## src/hdl/ghp_pkg.sv

```systemverilog
package ghp_pkg;

  // pool geometry
  localparam int HP_SLOTS = 256;
  localparam int HP_IDX_W = 8;
  localparam logic [8:0] HP_FREE_EMPTY = 9'd511;

  // operation codes
  typedef enum logic [2:0] {
    OP_ALLOC        = 3'd0,
    OP_FREE         = 3'd1,
    OP_CHECK_HANDLE = 3'd2,
    OP_CHECK_INDEX  = 3'd3,
    OP_FIND_NEXT    = 3'd4,
    OP_FREE_ALL     = 3'd5
  } ghp_op_t;

  // result status codes
  typedef enum logic [1:0] {
    RS_OK    = 2'd0,
    RS_FULL  = 2'd1,
    RS_STALE = 2'd2,
    RS_RANGE = 2'd3
  } ghp_status_t;

  // controller states
  typedef enum logic [1:0] {
    S_IDLE      = 2'd0,
    S_EXEC      = 2'd1,
    S_SCAN_FIND = 2'd2,
    S_SCAN_FREE = 2'd3
  } ghp_state_t;

  // controller to datapath
  typedef struct packed {
    logic accept;
    logic find_step;
    logic free_step;
    logic commit;
  } ghp_cmd_t;

  // datapath to controller
  typedef struct packed {
    logic out_free;
    logic scan_done;
    logic scan_hit;
  } ghp_stat_t;

endpackage

```

## src/hdl/ghp_ctrl.sv

```systemverilog
module ghp_ctrl (
  input  logic               clk,
  input  logic               rst,
  input  logic               in_valid,
  input  logic [2:0]         operation,
  output logic               in_stall,
  input  ghp_pkg::ghp_stat_t stat,
  output ghp_pkg::ghp_cmd_t  cmd
);
  import ghp_pkg::*;

  ghp_state_t state;
  ghp_state_t state_next;
  ghp_op_t    in_op;

  assign in_op = ghp_op_t'(operation);

  // state register
  always_ff @(posedge clk) begin
    if (rst) begin
      state <= S_IDLE;
    end else begin
      state <= state_next;
    end
  end

  // next state
  always_comb begin
    state_next = state;
    case (state)
      S_IDLE: begin
        if (in_valid) begin
          case (in_op)
            OP_FIND_NEXT: state_next = S_SCAN_FIND;
            OP_FREE_ALL:  state_next = S_SCAN_FREE;
            default:      state_next = S_EXEC;
          endcase
        end
      end
      S_SCAN_FIND: begin
        if (stat.scan_done || stat.scan_hit) state_next = S_EXEC;
      end
      S_SCAN_FREE: begin
        if (stat.scan_done) state_next = S_EXEC;
      end
      S_EXEC: begin
        if (stat.out_free) state_next = S_IDLE;
      end
      default: state_next = S_IDLE;
    endcase
  end

  // command outputs
  always_comb begin
    cmd           = '0;
    in_stall      = 1'b1;
    case (state)
      S_IDLE: begin
        in_stall   = 1'b0;
        cmd.accept = in_valid;
      end
      S_SCAN_FIND: cmd.find_step = 1'b1;
      S_SCAN_FREE: cmd.free_step = 1'b1;
      S_EXEC:      cmd.commit = stat.out_free;
      default:     cmd = '0;
    endcase
  end

endmodule

```

## config.mk

```make
export PLATFORM = sky130hd
export DESIGN_NAME = ghp_ctrl
export DESIGN_NICKNAME = d
export VERILOG_FILES = /design/src/hdl/ghp_pkg.sv /design/src/hdl/ghp_ctrl.sv
export SDC_FILE = /design/constraint.sdc
export NUM_CORES = 1
export LEC_CHECK = 0
export CORE_AREA = 4 4 41 43
export DETAILED_ROUTE_END_ITERATION = 8
export DIE_AREA = 0 0 45 47
export DONT_BUFFER_PORTS = 1
export SYNTH_ARGS = -nofsm -noshare
export SYNTH_HDL_FRONTEND = slang
export SYNTH_SLANG_ARGS = --single-unit
```

## constraint.sdc

```tcl
create_clock -name clk -period 2.8 [get_ports clk]
set_clock_uncertainty 0.05 [all_clocks]
set_input_delay 0.28 -clock clk [delete_from_list [all_inputs] [get_ports clk]]
set_output_delay 0.28 -clock clk [all_outputs]
set_load 0.03 [all_outputs]
```

==> results by group <==
Run status
  – Status: complete, no violations

Worst setup path
  – Worst Setup SP: state[1]
  – Worst r2r dst: state[0]
  – Req. time, crit path: roughly 2500 ps
  – CP endpoint: cmd[3]
  – Crit path arrival time: ~1500 ps
  – Max Fanout on Critical Path: 7
  – Nature of the critical path startpoint: register
  – Worst R2R Start: state[1]
  – Setup slack, reg-to-reg: between 1000 and 1500 ps
  – WS Path Type: reg -> out
  – CP Capture Type: output pin
  – Worst Reg2Reg Path Length in Cells: 2

Floorplan
  – Ports: 14
  – Chip height: 47 microns
  – Chip width: between 40 and 50 microns
  – FP Rows: 13
  – Die area: 2120 sq um
  – Core area: approximately 1300 sq um
  – Starting Density: 0.123

Yosys
  – Synth cell types: 14
  – Cell taking the most area after synthesis: dfxtp_1
  – Syn_nets: 29
  – Post-synthesis sequential area ratio: 0.250
  – Post-synthesis average cell area: roughly 8 sq um
  – Main area contributors after synthesis: dfxtp_1 (25%), a2111oi_2 (9.4%), nor4b_2 (9.4%)
  – Post-synth top area share: 0.250
  – Cell Area, Synth: 160 sq um
  – Mapped Cells: 20
  – #FFs+latches synth: 2
  – Ys Warns: 0

Power
  – Pwr Density: about 600 nW/um^2
  – Cell leakage power: 0.0793 nW
  – Max rail drop VDD: ~0.23 mV

Route
  – Drt wl/cell: around 11 microns
  – Initial DRC count: 0
  – Vias: ~140
  – Remaining DRCs: 0
  – Post-route ant nets: 0
  – Routed vias/inst: 3.66
  – Total Wirelength: about 420 microns
  – Drt pass-1 iters: 1

Clock tree
  – Resized Gates After CTS: 0
  – CTS buffer count: 3
  – H-tree Lvls: 1
  – CTS Hold Bufs: 0
  – Setup repair bufs after CTS: 0
  – Reg clk slew, reported paths: 30 ps
  – CTS max path bufs: 2
  – TritonCTS clock tree: yes
  – Clock sinks: 2
  – Root buffer cell: clkbuf_4
  – Clk_lat worst skew: 220 ps

STA
  – Setup TNS: 0 ps
  – Fin Hold WS: just over 70 ps
  – Worst rel slew slack: 0.547
  – Setup Viol. Count Final: 0
  – Slew @ Worst Pin: approximately 680 ps
  – Unrepaired setup endpoints after global routing: false
  – Pins Over Slew Limit: 0
  – Final worst path period need: between 1500 and 2000 ps
  – Fmax: about 560 MHz
  – Final Hold Violating Endpoints: 0
  – Final worst-path cycle share: 0.636

Layout
  – Share of layout cells above drive strength 1: 0.348
  – Fin cells: 38
  – Register with the most flip-flops: state
  – Commonest non-fill, non-tap cells in the layout: nor2_1 (3), inv_1 (3), clkbuf_4 (3), a21oi_1 (2), dfxtp_1 (2)
  – Max reg flops: 2
  – Top flop regs: state (2)
  – Nets: 34
  – Final Instance Area: a little over 200 sq um
  – Area grow syn2layout: 25.8%
  – Fillers: 162
  – # diodes: 0

Worst hold path
  – WHS Path Cells: 1
  – Min-delay worst type: in -> reg

Global routing
  – Total Routing Usage GR: 0.0520
  – Vias in the first global route: 156
  – Global-route wire length before repair: slightly below 700 microns
  – Grt ovf: 0
  – Largest net degree at the start of global routing: 8
  – Initial antenna violation count: 0

Place
  – Port-buffer cells: 0
  – Placed insts: 35
  – Placed Area: roughly 180 sq um
  – Routability congestion estimate: slightly below 0.7

Flow run
  – Max_cap viols: 0
-- synth_stat cells --
| cell type | number |
|---|---|
| inv_1 | 3 |
| nor2_1 | 3 |
| a21oi_1 | 2 |
| dfxtp_1 | 2 |
| a2111oi_2 | 1 |
| a211oi_2 | 1 |
| a31oi_1 | 1 |
| and2_2 | 1 |
| nand2_1 | 1 |
| nand2b_1 | 1 |
| nor2b_1 | 1 |
| nor4b_2 | 1 |
| or2_2 | 1 |
| or3b_1 | 1 |
-- worst min-delay path by stage --
| stage | startpoint | to | slack, ps |
|---|---|---|---|
| after floorplan | rst | state[1] | 290 |
| after global routing | rst | state[1] | 50 |
| after global placement | rst | state[1] | 300 |
| after detailed placement | rst | state[1] | 300 |
| after CTS | rst | state[1] | 60 |
| final | rst | state[1] | 70 |
-- critical path, cell delays in order, from the launching register on --
cell     delay, ps
dfxtp_1        350
or2_2          420
nor2_1         460
-- where the power goes --
part	switching (W)	internal (W)
registers	0.00000329	0.0000307
logic	0.0000173	0.00000772
clock network	0.0000142	0.0000471
total	0.0000348	0.0000856
-- cell families (layout without fill, tap and decap cells) --
group                  after synthesis  count (layout)  synth area share
AO/OA/AOI/OAI                        5               5             0.273
buffers and inverters                3               6            0.0703
AND/OR/NAND/NOR                     10              10             0.406
flip-flops                           2               2             0.250
-- metrics by stage --
| stage | utilization | total power (W) | setup WS [ps] |
|---|---|---|---|
| 6_report | 0.155 | 0.000120 | 1020 |
| 4_1_cts | 0.155 | 0.000125 | 1010 |
| 2_1_floorplan | - | 0.0000567 | 1300 |
| 3_5_place_dp | 0.138 | 0.0000598 | 1250 |
| 5_1_grt | 0.155 | 0.000136 | 922 |
| 3_3_place_gp | 0.138 | 0.0000594 | 1240 |
-- layout make-up --
class / count / area (sq um) / share of cell area
Clock buffer: 3 / 22.5 / 0.112
Multi-Input combinational cell: 15 / 109 / 0.540
Inverter: 3 / 11.3 / 0.0559
Sequential cell: 2 / 40.0 / 0.199
Tap cell: 15 / 18.8 / 0.0932
-- layer usage --
layer / part of all wire / vias up / wire (microns) / GRT usage
li1: - / 76 / - / -
met5: 0 / - / 0 / 0
met2: 0.33 / 10 / 136 / 0.0593
met4: 0 / 0 / 0 / 0.0175
met1: 0.52 / 53 / 216 / 0.0609
met3: 0.15 / 0 / 64 / 0.0575
Note: power is estimated with default switching activity, not from simulation.
